--- config.mk ---
export PLATFORM = sky130hd
export DESIGN_NAME = multilevel_wire_classifier_debounce_core
export DESIGN_NICKNAME = d
export VERILOG_FILES = /design/src/design/mwcd_pkg.sv /design/src/design/mwcd_lane.sv /design/src/design/mwcd_merge.sv /design/src/design/multilevel_wire_classifier_debounce_core.sv
export SDC_FILE = /design/constraint.sdc
export NUM_CORES = 1
export LEC_CHECK = 0
export BUFFER_PORTS_ARGS = -buffer_cell sky130_fd_sc_hd__buf_2
export CORE_UTILIZATION = 50
export DETAILED_ROUTE_END_ITERATION = 16
export PLACE_DENSITY = 0.68
export SLEW_MARGIN = 10
export SYNTH_ARGS = -nofsm -noshare
export SYNTH_HDL_FRONTEND = slang
export SYNTH_SLANG_ARGS = --single-unit
--- constraint.sdc ---
create_clock -name clk -period 8.7 [get_ports clk]
set_input_delay 1.305 -clock clk [delete_from_list [all_inputs] [get_ports clk]]
set_output_delay 1.305 -clock clk [all_outputs]
set_load 0.005 [all_outputs]
--- src/design/mwcd_pkg.sv ---
`timescale 1ns / 1ps

package mwcd_pkg;

    localparam int NUM_CHANNELS_DEF = 6;
    localparam int SAMPLE_BITS_DEF  = 10;

    localparam int CODE_W     = 4;
    localparam int TOL_W      = 7;
    localparam int CNT_W      = 4;
    localparam int LEVEL_W    = 11;
    localparam int NUM_LEVELS = 8;
    localparam int CFG_IDX_W  = 2;
    localparam int CFG_DATA_W = 7;

    typedef logic [CODE_W-1:0] class_t;
    typedef logic [CNT_W-1:0]  count_t;
    typedef logic [TOL_W-1:0]  tol_t;

    localparam class_t CLASS_RED      = 4'd0;
    localparam class_t CLASS_BLUE     = 4'd1;
    localparam class_t CLASS_YELLOW   = 4'd2;
    localparam class_t CLASS_BLACK    = 4'd3;
    localparam class_t CLASS_WHITE    = 4'd4;
    localparam class_t CLASS_RED_BLUE = 4'd5;
    localparam class_t CLASS_OPEN     = 4'd6;
    localparam class_t CLASS_SHORT    = 4'd7;
    localparam class_t CLASS_INVALID  = 4'd8;

    localparam tol_t   TOL_RESET    = 7'd31;
    localparam count_t STABLE_RESET = 4'd3;

    localparam logic CMD_SCAN  = 1'b0;
    localparam logic CMD_REARM = 1'b1;

    typedef enum logic [CFG_IDX_W-1:0] {
        CFG_TOLERANCE    = 2'd0,
        CFG_STABLE_COUNT = 2'd1,
        CFG_SCAN_ENABLE  = 2'd2
    } cfg_idx_t;

    // per-lane result of one accepted scan
    typedef struct packed {
        logic   report;
        class_t code;
    } lane_stat_t;

    // nominal ADC level of each class, in table (priority) order
    function automatic logic [LEVEL_W-1:0] level_of(input class_t cls);
        logic [LEVEL_W-1:0] lvl;
        begin
            case (cls)
                CLASS_RED:      lvl = 11'd409;
                CLASS_BLUE:     lvl = 11'd614;
                CLASS_YELLOW:   lvl = 11'd205;
                CLASS_BLACK:    lvl = 11'd819;
                CLASS_WHITE:    lvl = 11'd717;
                CLASS_RED_BLUE: lvl = 11'd921;
                CLASS_OPEN:     lvl = 11'd1024;
                CLASS_SHORT:    lvl = 11'd0;
                default:        lvl = 11'd0;
            endcase
            return lvl;
        end
    endfunction

endpackage

--- src/design/mwcd_lane.sv ---
`timescale 1ns / 1ps

module mwcd_lane #(
    parameter int SAMPLE_BITS = mwcd_pkg::SAMPLE_BITS_DEF
) (
    input  logic                   clk,
    input  logic                   rst_n,
    input  logic                   accept,
    input  logic                   cmd,
    input  logic [SAMPLE_BITS-1:0] sample,
    input  mwcd_pkg::tol_t         tolerance,
    input  mwcd_pkg::count_t       stable_count,
    input  logic                   scan_enable,
    output mwcd_pkg::lane_stat_t   stat
);
    import mwcd_pkg::*;

    localparam int CMP_W = ((SAMPLE_BITS > LEVEL_W) ? SAMPLE_BITS : LEVEL_W) + 1;

    class_t last_reg, last_next;
    count_t cnt_reg, cnt_next;
    class_t rep_reg, rep_next;

    logic [NUM_LEVELS-1:0] hit;
    logic [CMP_W-1:0]      v_ext;
    logic [CMP_W-1:0]      tol_ext;
    class_t                cls;
    logic                  report;

    assign v_ext   = CMP_W'(sample);
    assign tol_ext = CMP_W'(tolerance);

    // window compare, rearranged so nothing goes negative
    always_comb
    begin
        for (int c = 0; c < NUM_LEVELS; c++)
        begin
            hit[c] = (v_ext + tol_ext >= CMP_W'(level_of(CODE_W'(c))))
                  && (v_ext <= CMP_W'(level_of(CODE_W'(c))) + tol_ext);
        end
    end

    // first match in table order wins
    always_comb
    begin
        cls = CLASS_INVALID;
        for (int c = NUM_LEVELS - 1; c >= 0; c--)
        begin
            if (hit[c])
                cls = CODE_W'(c);
        end
    end

    always_comb
    begin
        last_next = last_reg;
        cnt_next  = cnt_reg;
        rep_next  = rep_reg;
        report    = 1'b0;
        if (accept)
        begin
            if (cmd == CMD_REARM)
                cnt_next = '0;
            else if (scan_enable)
            begin
                if (cls != last_reg)
                begin
                    last_next = cls;
                    cnt_next  = count_t'(1);
                end
                else if (cnt_reg < stable_count)
                begin
                    cnt_next = cnt_reg + count_t'(1);
                    if (cnt_next == stable_count)
                    begin
                        rep_next = last_reg;
                        report   = 1'b1;
                    end
                end
            end
        end
    end

    always_ff @(posedge clk or negedge rst_n)
    begin
        if (!rst_n)
        begin
            last_reg <= CLASS_OPEN;
            cnt_reg  <= '0;
            rep_reg  <= CLASS_OPEN;
        end
        else
        begin
            last_reg <= last_next;
            cnt_reg  <= cnt_next;
            rep_reg  <= rep_next;
        end
    end

    assign stat.report = report;
    assign stat.code   = rep_next;

endmodule

--- src/design/mwcd_merge.sv ---
`timescale 1ns / 1ps

module mwcd_merge #(
    parameter int NUM_CHANNELS = mwcd_pkg::NUM_CHANNELS_DEF,
    parameter int OUT_W        = ((NUM_CHANNELS * mwcd_pkg::CODE_W + 7) / 8) * 8
) (
    input  logic                 clk,
    input  logic                 rst_n,
    input  logic                 accept,
    input  mwcd_pkg::lane_stat_t stat [NUM_CHANNELS],
    output logic                 in_ready,
    output logic                 m_axis_tvalid,
    input  logic                 m_axis_tready,
    output logic [OUT_W-1:0]     m_axis_tdata
);
    import mwcd_pkg::*;

    typedef logic [NUM_CHANNELS-1:0][CODE_W-1:0] frame_t;

    frame_t     frame;
    logic       any_report;
    logic       push;
    logic       pop;

    // two-entry circular frame queue with read and write pointers
    frame_t     mem [2];
    logic       wr_ptr_reg, wr_ptr_next;
    logic       rd_ptr_reg, rd_ptr_next;
    logic [1:0] count_reg, count_next;

    always_comb
    begin
        any_report = 1'b0;
        for (int i = 0; i < NUM_CHANNELS; i++)
        begin
            frame[i]   = stat[i].code;
            any_report = any_report | stat[i].report;
        end
    end

    assign push = accept & any_report;
    assign pop  = m_axis_tvalid & m_axis_tready;

    always_comb
    begin
        wr_ptr_next = push ? ~wr_ptr_reg : wr_ptr_reg;
        rd_ptr_next = pop ? ~rd_ptr_reg : rd_ptr_reg;
        count_next  = count_reg + 2'(push) - 2'(pop);
    end

    always_ff @(posedge clk or negedge rst_n)
    begin
        if (!rst_n)
        begin
            wr_ptr_reg <= 1'b0;
            rd_ptr_reg <= 1'b0;
            count_reg  <= 2'd0;
        end
        else
        begin
            wr_ptr_reg <= wr_ptr_next;
            rd_ptr_reg <= rd_ptr_next;
            count_reg  <= count_next;
        end
    end

    always_ff @(posedge clk)
    begin
        if (push)
            mem[wr_ptr_reg] <= frame;
    end

    assign in_ready      = (count_reg != 2'd2);
    assign m_axis_tvalid = (count_reg != 2'd0);
    assign m_axis_tdata  = OUT_W'(mem[rd_ptr_reg]);

endmodule

--- src/design/multilevel_wire_classifier_debounce_core.sv ---
`timescale 1ns / 1ps

// Wire classifier with debounce. Each request is either a scan (tuser 0) carrying one ADC
// sample per channel, or a rearm (tuser 1) that zeroes every debounce counter. Each
// channel lane window-compares its sample against eight fixed levels (plus or minus the
// tolerance register, first match wins, none gives code 8) and debounces the class; when
// any lane reaches stable_count the merge stage queues a frame of all reported codes.
// One request is accepted every cycle while the queue has room: lanes classify and update
// their counters in the accepting cycle, and the frame is written into a two-entry queue.
// tready drops only while both queue entries hold frames not yet taken downstream.
// Configuration (cfg_index 0 tolerance, 1 stable_count, 2 scan_enable) is always ready.
module multilevel_wire_classifier_debounce_core #(
    parameter int NUM_CHANNELS = mwcd_pkg::NUM_CHANNELS_DEF,
    parameter int SAMPLE_BITS  = mwcd_pkg::SAMPLE_BITS_DEF,
    parameter int IN_W  = ((NUM_CHANNELS * SAMPLE_BITS + 7) / 8) * 8,
    parameter int OUT_W = ((NUM_CHANNELS * mwcd_pkg::CODE_W + 7) / 8) * 8
) (
    input  logic                          clk,
    input  logic                          rst_n,
    // stream in
    input  logic                          s_axis_tvalid,
    output logic                          s_axis_tready,
    input  logic [IN_W-1:0]               s_axis_tdata,  // sample_0, sample_1, ... zero pad
    input  logic                          s_axis_tuser,  // cmd
    // stream out
    output logic                          m_axis_tvalid,
    input  logic                          m_axis_tready,
    output logic [OUT_W-1:0]              m_axis_tdata,  // code_0, code_1, ... zero pad
    // configuration writes
    input  logic                          cfg_valid,
    output logic                          cfg_ready,
    input  logic [mwcd_pkg::CFG_IDX_W-1:0]  cfg_index,
    input  logic [mwcd_pkg::CFG_DATA_W-1:0] cfg_data
);
    import mwcd_pkg::*;

    tol_t   tol_reg, tol_next;
    count_t stable_reg, stable_next;
    logic   en_reg, en_next;

    logic       accept;
    lane_stat_t stat [NUM_CHANNELS];

    assign cfg_ready = 1'b1;

    always_comb
    begin
        tol_next    = tol_reg;
        stable_next = stable_reg;
        en_next     = en_reg;
        if (cfg_valid && cfg_ready)
        begin
            unique case (cfg_idx_t'(cfg_index))
                CFG_TOLERANCE:    tol_next    = cfg_data[TOL_W-1:0];
                CFG_STABLE_COUNT: stable_next = cfg_data[CNT_W-1:0];
                CFG_SCAN_ENABLE:  en_next     = cfg_data[0];
                default:          ;
            endcase
        end
    end

    always_ff @(posedge clk or negedge rst_n)
    begin
        if (!rst_n)
        begin
            tol_reg    <= TOL_RESET;
            stable_reg <= STABLE_RESET;
            en_reg     <= 1'b1;
        end
        else
        begin
            tol_reg    <= tol_next;
            stable_reg <= stable_next;
            en_reg     <= en_next;
        end
    end

    assign accept = s_axis_tvalid & s_axis_tready;

    for (genvar g = 0; g < NUM_CHANNELS; g++)
    begin : g_lane
        mwcd_lane #(
            .SAMPLE_BITS (SAMPLE_BITS)
        ) u_lane (
            .clk          (clk),
            .rst_n        (rst_n),
            .accept       (accept),
            .cmd          (s_axis_tuser),
            .sample       (s_axis_tdata[g*SAMPLE_BITS +: SAMPLE_BITS]),
            .tolerance    (tol_reg),
            .stable_count (stable_reg),
            .scan_enable  (en_reg),
            .stat         (stat[g])
        );
    end

    mwcd_merge #(
        .NUM_CHANNELS (NUM_CHANNELS),
        .OUT_W        (OUT_W)
    ) u_merge (
        .clk           (clk),
        .rst_n         (rst_n),
        .accept        (accept),
        .stat          (stat),
        .in_ready      (s_axis_tready),
        .m_axis_tvalid (m_axis_tvalid),
        .m_axis_tready (m_axis_tready),
        .m_axis_tdata  (m_axis_tdata)
    );

endmodule

=== Word level (Yosys, flattened, before mapping) ===
Memory sizes are Yosys's and may differ from the RTL's.
Index checks and enable logic that the tools add are counted.
Widths: inputs -> output; s select.

* Order comparisons: 102
* $add $sub $neg: 21
* Bitwise gates (word level): 11
* Reduce and logical (&&, ||, !) cells: 72
* Equal/unequal tests: 15
* Mux-type cells: 146

{| class="wikitable"
|+ Operators by type and width
! kind !! count
|-
| $le 10x12->1 || 42
|-
| $mux 4 || 108
|-
| $ge 12x10->1 const B || 24
|-
| $ge 12x1->1 const B || 6
|-
| $ge 12x11->1 const B || 6
|-
| $ge 12x8->1 const B || 6
|-
| $add 10x7->11 || 6
|-
| $ge 11x9->1 const B || 6
|-
| $le 10x7->1 || 6
|-
| $logic_and 1x1->1 || 48
|-
| $add 10x7->11 const A || 4
|-
| $mux 1 || 38
|-
| $add 4x1->4 const B || 6
|-
| $eq 4x4->1 || 6
|-
| $lt 4x4->1 || 6
|-
| $ne 4x4->1 || 6
|-
| $reduce_and 4->1 || 6
|-
| $reduce_and 3->1 || 6
|-
| $reduce_bool 3->1 || 6
|-
| $add 11x7->12 const A || 1
|-
| $add 9x7->10 const A || 1
|-
| $add 8x7->9 const A || 1
|-
| $reduce_and 2->1 || 3
|-
| $or 1x1->1 || 5
|-
| 9 further kinds || 14
|}

* Logic and storage cells: 392
* Output and inout bits: 27
* Register bits after elaboration: 88
* Memory bits (writable): 48
* Bits of input ports: 79
* Memories kept: 1

{| class="wikitable"
|+ Memories
! name !! depth !! bits a word !! rd ports !! clocked after Yosys merged registers in !! write ports !! RTL line !! RTL
|-
| u_merge.mem || 2 || 24 || 1 || 0 || 1 || mwcd_merge.sv:26 || <nowiki>frame_t mem [2];</nowiki>
|}

=== Longest topological paths before layout ===
Gate-level depths: netlist of the first run.

* Depth in word-level cells: 24
* Depth in mapped cells: 24
* Mapped depth without buffers: 24

=== Cells and area by module ===
From an unflattened synthesis of the first run, not the netlist that was laid out.

* Cells, all modules: 2392
* Area total of the unflattened synthesis: 20592.2 sq um

{| class="wikitable"
|+ By module, submodules not included
! module !! sequential area each (sq um) !! area an instance (sq um) !! cells an instance !! instances
|-
| mwcd_lane (g_lane[2].u_lane ...) || 305.3 || 2979.1 || 376 || 3
|-
| mwcd_lane (g_lane[1].u_lane) || 305.3 || 3174.3 || 387 || 1
|-
| mwcd_lane (g_lane[5].u_lane) || 305.3 || 3014.1 || 372 || 1
|-
| mwcd_lane (g_lane[0].u_lane) || 305.3 || 2994.1 || 378 || 1
|-
| mwcd_merge || 1541.5 || 1975.6 || 97 || 1
|-
| multilevel_wire_classifier_debounce_core || 310.3 || 496.7 || 30 || 1
|}

=== Worst setup path after synthesis of the first run ===
OpenSTA, ideal clock, no wires.

* Path kind: reg-to-reg
* From: register tol_reg[3]
* To: memory u_merge.mem[1][0] (netlist name) (enable)
* Arrival: 5.760 ns
* Library setup time: 0.405 ns
* Buffers on the path: 1
* Slack: 2.535 ns
* Clock period less this slack: 6.165 ns
* Stages on the path, launching flop included: 18
* Data required time: 8.295 ns
* Cells stage by stage: dfstp_2 clkbuf_1 clkinv_1 and3_1 xnor2_1 ha_1 a21o_1 a21o_1 or3_1 o21ai_0 o311ai_0 a211oi_1 a211oi_1 or4b_1 a211oi_2 and2_1 o41ai_4 nor2_1

* Longest elaborated chain between the ends: 24
* Elaborated cells on any way between the ends: 243
* Those cells by class: add/sub: 13; order compare: 96; eq/ne: 6; mux: 74; bitwise: 6; reduce/logical: 48

{| class="wikitable"
|+ RTL lines
! what !! RTL line !! RTL
|-
| from (decl) || multilevel_wire_classifier_debounce_core.sv:37 || <nowiki>tol_t tol_reg, tol_next;</nowiki>
|-
| from (signal assigned) || multilevel_wire_classifier_debounce_core.sv:72 || <nowiki>tol_reg <= tol_next;</nowiki>
|-
| $add 10x7->11 || mwcd_lane.sv:38 || <nowiki>hit[c] = (v_ext + tol_ext >= CMP_W'(level_of(CODE_W'(c))))</nowiki>
|-
| $ge 12x1->1 || mwcd_lane.sv:38 ||
|-
| $logic_and 1x1->1 || mwcd_lane.sv:39 || <nowiki>&& (v_ext <= CMP_W'(level_of(CODE_W'(c))) + tol_ext);</nowiki>
|-
| $mux 4 (8 in a row) || mwcd_lane.sv:49 || <nowiki>if (hit[c])</nowiki>
|-
| $ne 4x4->1 || mwcd_lane.sv:66 || <nowiki>if (cls != last_reg)</nowiki>
|-
| $mux 1 || mwcd_lane.sv:66 ||
|-
| $mux 1 || mwcd_lane.sv:64 || <nowiki>else if (scan_enable)</nowiki>
|-
| $mux 1 || mwcd_lane.sv:62 || <nowiki>if (cmd == CMD_REARM)</nowiki>
|-
| $mux 1 || mwcd_lane.sv:60 || <nowiki>if (accept)</nowiki>
|-
| $or 1x1->1 (4 in a row) || mwcd_merge.sv:37 || <nowiki>any_report = any_report | stat[i].report;</nowiki>
|-
| $or 1x1->1 (*) || mwcd_merge.sv:37 ||
|-
| $and 1x1->1 (*) || mwcd_merge.sv:41 || <nowiki>assign push = accept & any_report;</nowiki>
|-
| $mux 1 (*) || mwcd_merge.sv:69 || <nowiki>if (push)</nowiki>
|-
| $mux 1 (not written as such) (*) || mwcd_merge.sv:70 || <nowiki>mem[wr_ptr_reg] <= frame;</nowiki>
|-
| to (decl) || mwcd_merge.sv:26 ||
|}

Every way passes the cells marked *; elsewhere a longest branch is shown, timed or not.

=== Worst setup path in the final report of the first run ===
* From: register tol_reg[3]
* To: register u_merge.count_reg[1]

* Longest elaborated chain between the ends: 24
* Elaborated cells on any way between the ends: 243
* Those cells by class: add/sub: 15; order compare: 96; eq/ne: 6; mux: 72; bitwise: 6; reduce/logical: 48

{| class="wikitable"
|+ RTL lines
! what !! RTL line !! RTL
|-
| $add 10x7->11 || mwcd_lane.sv:38 ||
|-
| $ge 12x1->1 || mwcd_lane.sv:38 ||
|-
| $logic_and 1x1->1 || mwcd_lane.sv:39 ||
|-
| $mux 4 (8 in a row) || mwcd_lane.sv:49 ||
|-
| $ne 4x4->1 || mwcd_lane.sv:66 ||
|-
| $mux 1 || mwcd_lane.sv:66 ||
|-
| $mux 1 || mwcd_lane.sv:64 ||
|-
| $mux 1 || mwcd_lane.sv:62 ||
|-
| $mux 1 || mwcd_lane.sv:60 ||
|-
| $or 1x1->1 (4 in a row) || mwcd_merge.sv:37 ||
|-
| $or 1x1->1 (*) || mwcd_merge.sv:37 ||
|-
| $and 1x1->1 (*) || mwcd_merge.sv:41 ||
|-
| $add 2x1->2 (*) || mwcd_merge.sv:48 || <nowiki>count_next = count_reg + 2'(push) - 2'(pop);</nowiki>
|-
| $sub 2x1->2 (*) || mwcd_merge.sv:48 ||
|-
| net u_merge.count_next[1] || mwcd_merge.sv:29 || <nowiki>logic [1:0] count_reg, count_next;</nowiki>
|-
| to (signal assigned) || mwcd_merge.sv:63 || <nowiki>count_reg <= count_next;</nowiki>
|-
| to (decl) || mwcd_merge.sv:29 ||
|}

Mark *: on every way through the listed nets, which the timed path passes. The rest lies on a longest branch.
A chain may end at the register's enable or synchronous reset.

==> results of run 1 <==
==> worst max-delay path, cell delays in order (launching register included) <==
cell	delay, ps
dfstp_2	890
clkinv_1	790
and3_1	490
nor2_1	300
buf_4	250
ha_1	270
and3_1	200
a21o_1	160
or3_1	340
o21ai_0	390
o311ai_0	300
a211oi_1	270
o31ai_1	90
a21boi_0	650
xor2_1	220
a211oi_2	100
and2_1	200
o41ai_4	520
ha_1	330
inv_1	60
ha_1	150
xnor2_1	130
xnor2_1	130
==> cells by family (layout without fill, tap and decap cells) <==
group | Yosys count | after routing
buffers and inverters | 137 | 245
XOR/XNOR | 90 | 90
flip-flops | 136 | 136
AND/OR/NAND/NOR | 636 | 636
other | 1 | 8
adder cells (fa/ha/maj) | 314 | 314
AO/OA/AOI/OAI | 594 | 594
multiplexers | 59 | 59
==> cell type report <==
class                   count  share of cell area [%]
diodes                      7                 0.09266
flip-flops and latches    136                   19.49
repair buffers            125                   3.653
clock buffers              18                   2.270
well taps                 448                   2.965
clock inverters            14                  0.9795
inverters                  88                   1.747
multi-input cells        1694                   68.81
==> worst paths after layout <==
path / start / endpoint / slack, ps / cells after the start
min reg2reg: g_lane[1].u_lane.last_reg[1] / g_lane[1].u_lane.last_reg[1] / 480 / 2
max: tol_reg[3] / u_merge.count_reg[1] / 1400 / 22
max reg2reg: tol_reg[3] / u_merge.count_reg[1] / 1400 / 22
max in group asynchronous: rst_n / g_lane[4].u_lane.rep_reg[3] / 6780 / 2
min in group asynchronous: rst_n / g_lane[5].u_lane.last_reg[0] / 780 / 1
min: g_lane[1].u_lane.last_reg[1] / g_lane[1].u_lane.last_reg[1] / 480 / 2
==> cell usage after synthesis, drive strengths merged, types with 7 or more instances <==
cell type    n  share of area (%)
nand2b      41                1.5
inv         86                1.9
a31oi       21               0.80
o21a        17               0.74
nor2       100                2.2
a211oi      33                1.5
a21boi      10               0.46
xor2        27                1.4
or4          7               0.31
or3         27                1.0
ha         308                 22
nand3       50                1.5
and3        16               0.58
nor4b        9               0.49
a21o        38                1.7
dfrtp       56                8.1
or2         21               0.76
a211o       15               0.76
nand4       40                1.5
xnor2       63                3.2
nor3        52                1.6
o21bai      15               0.65
mux2        55                3.6
nor4        23               0.91
and2        14               0.51
o21ai      121                3.5
dfstp       32                4.9
o211ai      28                1.2
buf         15               0.53
a22o         7               0.36
nor3b       15               0.65
a21oi      140                4.1
o311ai      14               0.71
o31ai       21               0.92
a311oi       7               0.39
a221oi       8               0.48
edfxtp      48                8.4
o2111ai      7               0.39
nor2b       61                2.2
clkbuf      34               0.74
nand2      133                2.9
a2111oi     15               0.95
and4         9               0.46
==> metrics by stage <==
stage,worst slack (ps),hold slack [ps],cells
after detailed placement,1569,466.6,2491
after global placement,1730,464.1,2491
after global routing,1243,500.6,2529
after floorplan,2535,447.0,1967
final,1395,480.3,2530
after CTS,1585,476.8,2523
==> routing by layer <==
metal	routed length (um)	vias to the layer above	track usage [%]	share of wire [%]
li1	-	7731	-	-
met1	23040	7842	38.69	43
met2	24920	569	50.31	46
met3	3710	152	5.091	6.9
met4	2176	2	14.10	4.0
met5	12	-	0	0.022
==> power by group through the flow <==
| stage | Sequential [mW] | Combinational [mW] | Clock (mW) |
|---|---|---|---|
| global route | 1.00 | 2.93 | 0.797 |
| global placement | 0.991 | 2.50 | 0 |
| CTS | 0.985 | 2.60 | 0.767 |
| finish | 0.989 | 2.65 | 0.754 |
| detailed placement | 0.995 | 2.59 | 0 |
| floorplan | 0.902 | 1.89 | 0 |
==> metrics, run 1 <==
outcome=complete, no violations; worst hold path type=flip-flop to flip-flop; multi-input logic area=between 0.01 and 0.015 sq mm; vias=between 15k and 20k; GPL Wtd Cong=0.9206; IO Pins=roughly 110; final worst path period share=between 80% and 90%; largest net degree at the start of global routing=64; worst-skew pair later-pin latency=about 420 ps; GRT Total Usage=between 30% and 40%; sequential share of power=22.5%; switching share of power=between 40% and 50%; CORE AREA=~0.034 sq mm; count of final setup violators=0; die height=around 190 um; clock share of power=between 10% and 20%; Buffers on Ports=100; asr flop ratio synth=between 60% and 70%; Worst-path clk slew=about 60 ps; Gate Count Post-Synth=1967; FMAX=about 0.14 GHz; #FFs+latches synth=about 140; sw power=2.061 mW; VDD IR max=about 0.12 mV; die area=~0.035 sq mm; ys flop type=dfrtp_1; Worst-Margin Slew=around 1300 ps; Internal Pwr Total=around 2.3 mW; area share of and/or/nand/nor cells after synthesis=19.92%; Avg WL per Cell=between 20 and 25 um; first-pass GRT wire length=between 80000 and 90000 um; Setup Buffers After CTS=0; EDFF count, synth=between 40 and 50; H-tree lvl count=4; CTS sink cnt=roughly 140; Compound-Gate Fraction of Synth Area=between 20% and 30%; starting DRC count in detailed routing=between 1k and 1.5k; DRC Markers=0; crit-path max FO=14; Die W=approximately 190 um; Synth Area in XOR/XNOR=roughly 4.6%; Ys Warns=0; maximum clock insertion buffer count=2; multiplexer share of the synthesized area=3.830%; initial antenna violation count=8; Final ANT Viol Nets=0; CP endpoint kind=flip-flop; nets=about 2.5k; post-synthesis net count=approximately 2.4k; most flop-heavy register=u_merge.mem; Cell Area, Synth=about 0.017 sq mm; max reg flops=48; most frequent cells in the layout=ha_1, a21oi_1, nand2_1; commonest non-fill, non-tap cell in the layout=ha_1; Syn Area/Cell=~8.8 sq um; Leakage=between 8 and 9 nW; final hold viol count=0; Detailed Routing Iterations Pass 1=5; CTS Buf Count=17; Routed WL=53860 um; Rows=67; Seq/Total Area, Yosys=between 20% and 30%; DR vias/cell=between 6 and 7; main combinational cell family by area after synthesis=compound AO/OA/AOI/OAI gates; CP startpoint kind=flip-flop; vias in the first global route=about 16k; Distinct cells, synth=about 110; slew margin rel.=14.43%; total gr overflow=0; max-cap viol count=0; final instance area=roughly 0.019 sq mm; worst path required time=9040 ps; initial core utilization=between 50% and 60%; TritonCTS clock tree=built; Logic pwr share=60.4%; Cell Pwr Density=232.6 mW/mm^2; layout cell share with drive strength beyond 1=about 14%; # fillers=between 3k and 4k; flip-flop and latch area=0.003684 sq mm; Post-DP Area=roughly 0.018 sq mm; total power=approximately 4.4 mW; HPWL Detailed=40100 um; hold_buf cts=0; setup TNS=0 ps; Final Skew=10.99 ps; RSZ-0062 raised after global routing=no; Synth Area in Adders=roughly 23%; Clock Tree Root=clkbuf_16; Util after Layout=a little under three fifths; Worst EP arrival=7650 ps; Layout area overhead=9.804%; Period minus WS final=7305 ps; final slew viol count=0; post-cts resize count=0; CP Class=flip-flop to flip-flop
Note: power is estimated with default switching activity, not from simulation.
==> run 2: changes to the inputs <==
Clock period 8.7 ns to 7.6 ns, I/O delays scaled along.
==> run 2 against run 1 <==
Against the previous run:
- critical path depth did not move
- final cell count rose by 0.43%
- routed wire length fell by 0.91%
- worst setup slack got worse by 260 ps
- sequential share of layout area fell by 0.15 points
- register-to-register slack got worse by 260 ps
- combinational power rose by 15%
- fmax rose by 13%
- power rose by 15%
- highest routed layer unchanged
==> metrics, run 2 (synthesis results as in run 1) <==
outcome=complete, no violations; Detailed Routing Iterations Pass 1=5; Leakage=approximately 8.4 nW; final worst path period share=between 80% and 90%; RSZ-0062 raised after global routing=no; CP endpoint kind=flip-flop; Worst EP arrival=approximately 7000 ps; largest net degree at the start of global routing=56; VDD IR max=0.1359 mV; final instance area=between 0.015 and 0.02 sq mm; max-cap viol count=0; Internal Pwr Total=2.728 mW; die height=187.6 um; dpl ws=1286 ps; Rows=67; worst-skew pair later-pin latency=between 400 and 500 ps; DR vias/cell=between 6 and 7; clock share of power=17.8%; TritonCTS clock tree=built; final slew viol count=0; Die W=between 150 and 200 um; hold endpoint=g_lane[3].u_lane.last_reg[2]; switching share of power=a little under half; worst hold path type=flip-flop to flip-flop; CTS sink cnt=~140; Reg2Reg Launch Point=tol_reg[0]; initial antenna violation count=6; CTS Buf Count=17; hold_buf cts=0; FMAX=around 0.15 GHz; starting DRC count in detailed routing=1259; count of final setup violators=0; Post-DP Area=0.01841 sq mm; r2r endpoint=u_merge.count_reg[1]; dpl cells=about 2.5k; Worst-path clk slew=roughly 60 ps; critical path launch point=tol_reg[0]; Routed WL=approximately 53000 um; HPWL Detailed=about 40000 um; max reg flops=48; Worst-Margin Slew=1116 ps; initial core utilization=about 50%; H-tree lvl count=4; DRC Markers=0; worst setup margin=about 1100 ps; post-cts resize count=0; sequential share of power=22.2%; Cell Pwr Density=266.0 mW/mm^2; Buffers on Ports=100; vias in the first global route=~15k; crit-path max FO=17; total gr overflow=0; IO Pins=~110; maximum clock insertion buffer count=2; layout cell share with drive strength beyond 1=14.94%; commonest non-fill, non-tap cell in the layout=ha_1; first-pass GRT wire length=83260 um; GPL Wtd Cong=between 0.9 and 1; Layout area overhead=10.67%; vias=between 15k and 20k; nets=roughly 2.5k; R2R cell count=22; Avg WL per Cell=between 20 and 25 um; Final ANT Viol Nets=0; CP Class=flip-flop to flip-flop; # fillers=~3.1k; Non-Filler Instances=2541; most frequent cells in the layout=ha_1, a21oi_1, nand2_1; setup TNS=0 ps; Final Skew=about 16 ps; slew margin rel.=approximately a quarter; final hold viol count=0; Clock Tree Root=clkbuf_16; most flop-heavy register=u_merge.mem; number of stages on the worst hold path=2; Setup Buffers After CTS=0; worst path required time=about 8000 ps; CORE AREA=0.03370 sq mm; hold_sp=g_lane[3].u_lane.last_reg[2]; total power=a little over 5 mW; FF-to-FF setup slack=approximately 1100 ps; Period minus WS final=6465 ps; CP startpoint kind=flip-flop; GRT Total Usage=between 20 and 30%; die area=about 0.035 sq mm; sw power=2.339 mW; Logic pwr share=60.1%
-- run 2: cell types whose count changed in the layout (fill, tap and decap cells not counted), sizes merged --
cell | before | now
buf | 125 | 140
bufinv | 3 | 4
clkbuf | 18 | 17
clkinv | 6 | 5
diode | 7 | 4
-- run 2: through the flow --
stage	hold slack [ps]	utilization [%]
after global routing	509.1	56.52
final	472.9	56.54
after floorplan	447.0	-
after detailed placement	466.4	54.62
after CTS	474.0	56.51
after global placement	464.3	54.62
-- run 2: power groups by stage --
stage	Combinational [mW]	Sequential, mW	Clock (mW)
2_1_floorplan	2.17	1.03	0
3_3_place_gp	2.88	1.12	0
3_5_place_dp	2.97	1.13	0
4_1_cts	2.99	1.12	0.914
5_1_grt	3.37	1.15	0.939
6_report	3.04	1.12	0.900
-- run 2: worst max path at each step --
stage	slack, ps	to
floorplan	1430	u_merge.mem[1][0]
global placement	1390	u_merge.count_reg[1]
detailed placement	1290	u_merge.count_reg[1]
CTS	1260	u_merge.count_reg[1]
global route	830	u_merge.count_reg[1]
finish	1140	u_merge.count_reg[1]
-- run 2: cell type report --
cell class	count	area [sq um]	share of cell area, %
well taps	448	560.5	2.942
clock buffers	17	425.4	2.233
inverters	88	330.3	1.734
flip-flops and latches	136	3684	19.33
diodes	4	10.01	0.05253
multi-input cells	1694	13000	68.24
clock inverters	14	212.7	1.116
repair buffers	140	828.3	4.347
-- run 2: worst max-delay path, stage by stage (launching register included) --
cell	delay, ps
dfstp_2	960
ha_1	310
a21oi_1	130
a21oi_1	210
xnor2_1	280
buf_4	250
ha_1	230
and3_1	150
a21o_1	170
or3_1	340
o21ai_0	310
o311ai_0	260
a211oi_1	360
a211oi_1	260
or4b_1	540
a211oi_2	400
and2_1	240
o41ai_4	140
ha_1	310
inv_1	40
ha_1	180
xnor2_1	160
xnor2_1	130
-- run 2: layer usage --
layer	GRT usage [%]	wire length [um]	vias up
met5	0	24	-
met4	11.91	1875	4
met3	5.652	4038	117
met2	48.30	24540	594
met1	39.35	22890	7877
li1	-	-	7745
==> run 3: changes to the inputs <==
--- a/config.mk
+++ b/config.mk
@@ -9,4 +9,5 @@
 export CORE_UTILIZATION = 50
 export DETAILED_ROUTE_END_ITERATION = 16
+export MAX_ROUTING_LAYER = met4
 export PLACE_DENSITY = 0.68
 export SLEW_MARGIN = 10
==> constraint.sdc (replaced) <==
create_clock -name clk -period 7.6 [get_ports clk]
set_input_delay 1.14 -clock clk [delete_from_list [all_inputs] [get_ports clk]]
set_output_delay 1.14 -clock clk [all_outputs]
set_load 0.02 [all_outputs]
==> run 3 against run 2 <==
Against the previous run:
- design area up 0.19%
- clock skew down 4.0 ps
- critical path type unchanged
- hold slack improved by 10 ps
- largest cell class unchanged
- highest routed layer is now met4
- final cell count rose by 0.51%
==> metrics, run 3 (synthesis results as in run 1) <==
outcome=complete, no violations; CP Class=flip-flop to flip-flop; vias=approximately 16k; Top cell by count, worst path=ha_1; CTS sink cnt=approximately 140; Cell Pwr Density=268.3 mW/mm^2; layout cell share with drive strength beyond 1=between 10% and 20%; Leakage=about 8.4 nW; die area=0.03518 sq mm; Die W=roughly 190 um; CORE AREA=between 0.03 and 0.04 sq mm; H-tree lvl count=4; Clock Tree Root=clkbuf_16; Layout area overhead=10.88%; Cell Chain, Critical Path=inv_1 > buf_4 > ha_1 > a21oi_1 > xnor2_1 > ha_1 > nand2_1 > o21bai_1 > a21oi_1 > o41ai_1 > nor2_1 > a211oi_1 > o311ai_1 > or2_0 > and4_1 > o2111ai_1 > nand2_2 > o41ai_4 > ha_1 > inv_1 > ha_1 > xnor2_1 > xnor2_1; CTS Buf Count=17; first-pass GRT wire length=around 85000 um; Util after Layout=a little under three fifths; most frequent cells in the layout=ha_1, a21oi_1, nand2_1; Period minus WS final=roughly 6400 ps; Buffers on Ports=100; max reg flops=48; Worst EP arrival=about 6800 ps; Largest delay share family, worst path=compound AO/OA/AOI/OAI gates; HPWL Detailed=a little over 40000 um; nets=between 2k and 2.5k; setup TNS=0 ps; crit-path max cell delay=~900 ps; RSZ-0062 raised after global routing=no; CP endpoint kind=flip-flop; dpl ws=1376 ps; Avg WL per Cell=~21 um; IO Pins=roughly 110; Detailed Routing Iterations Pass 1=7; worst path required time=slightly below 8000 ps; initial antenna violation count=10; worst setup margin=between 1000 and 1500 ps; Final Skew=approximately 12 ps; most flop-heavy register=u_merge.mem; max-cap viol count=0; die height=between 150 and 200 um; TritonCTS clock tree=built; CP max stage cell=xnor2_1; VDD IR max=0.1402 mV; crit path buf inv count=3; FMAX=0.1557 GHz; DR vias/cell=approximately 6.4; GPL Wtd Cong=0.9827; # fillers=just over 3k; CP startpoint kind=flip-flop; initial core utilization=between 50% and 60%; worst-skew pair later-pin latency=around 420 ps; worst hold path type=flip-flop to flip-flop; hold_buf cts=0; Routed WL=between 50000 and 60000 um; final worst hold slack=between 400 and 500 ps; vias in the first global route=about 16k; GRT Total Usage=about 31%; total gr overflow=0; Setup Buffers After CTS=0; final slew viol count=0; Post-DP Area=approximately 0.018 sq mm; final instance area=0.01909 sq mm; count of final setup violators=0; starting DRC count in detailed routing=about 1.3k; commonest non-fill, non-tap cell in the layout=ha_1; Worst-path clk slew=~60 ps; final worst path period share=a little over four fifths; slew margin rel.=between 20% and 30%; largest net degree at the start of global routing=58; post-cts resize count=0; crit-path max FO=8; Worst-Margin Slew=approximately 1100 ps; maximum clock insertion buffer count=2; Final ANT Viol Nets=0; Rows=67; DRC Markers=0; final hold viol count=0
[run 3: stage by stage]
stage	instances	power, mW
after floorplan	1967	3.265
after global placement	2512	4.084
after detailed placement	2512	4.191
after CTS	2544	5.078
after global routing	2554	5.503
final	2554	5.122
[run 3: layer usage]
metal | wire length, um | track usage [%]
met5 | 0 | -
met4 | 2180 | 13.16
met3 | 3734 | 5.053
met2 | 24380 | 49.03
met1 | 23360 | 39.41
[run 3: layout make-up]
| cell class | count | area (sq um) | share of cell area (%) |
|---|---|---|---|
| Tap cell | 448 | 560.5 | 2.936 |
| Clock inverter | 14 | 185.2 | 0.9700 |
| Multi-Input combinational cell | 1694 | 13000 | 68.11 |
| Antenna cell | 10 | 25.02 | 0.1311 |
| Inverter | 88 | 330.3 | 1.730 |
| Clock buffer | 18 | 429.2 | 2.248 |
| Timing Repair Buffer | 146 | 873.3 | 4.575 |
| Sequential cell | 136 | 3684 | 19.30 |
[run 3: final timing paths]
path | slack, ps | from | end | cells past startpoint
max reg2reg | 1180 | tol_reg[2] | u_merge.count_reg[1] | 23
min in group asynchronous | 660 | rst_n | g_lane[5].u_lane.last_reg[0] | 1
min reg2reg | 480 | g_lane[3].u_lane.last_reg[2] | g_lane[3].u_lane.last_reg[2] | 2
max in group asynchronous | 5850 | rst_n | g_lane[4].u_lane.rep_reg[0] | 2
min | 480 | g_lane[3].u_lane.last_reg[2] | g_lane[3].u_lane.last_reg[2] | 2
max | 1180 | tol_reg[2] | u_merge.count_reg[1] | 23
[run 3: tightest hold or removal path: stages (launching register included)]
cell     delay (ps)
dfstp_2         380
nand2_1          50
nand2_1          40
[run 3: where the power goes]
group	internal, mW	switching, mW
combinational	1.26	1.88
sequential	0.919	0.190
clock	0.527	0.342
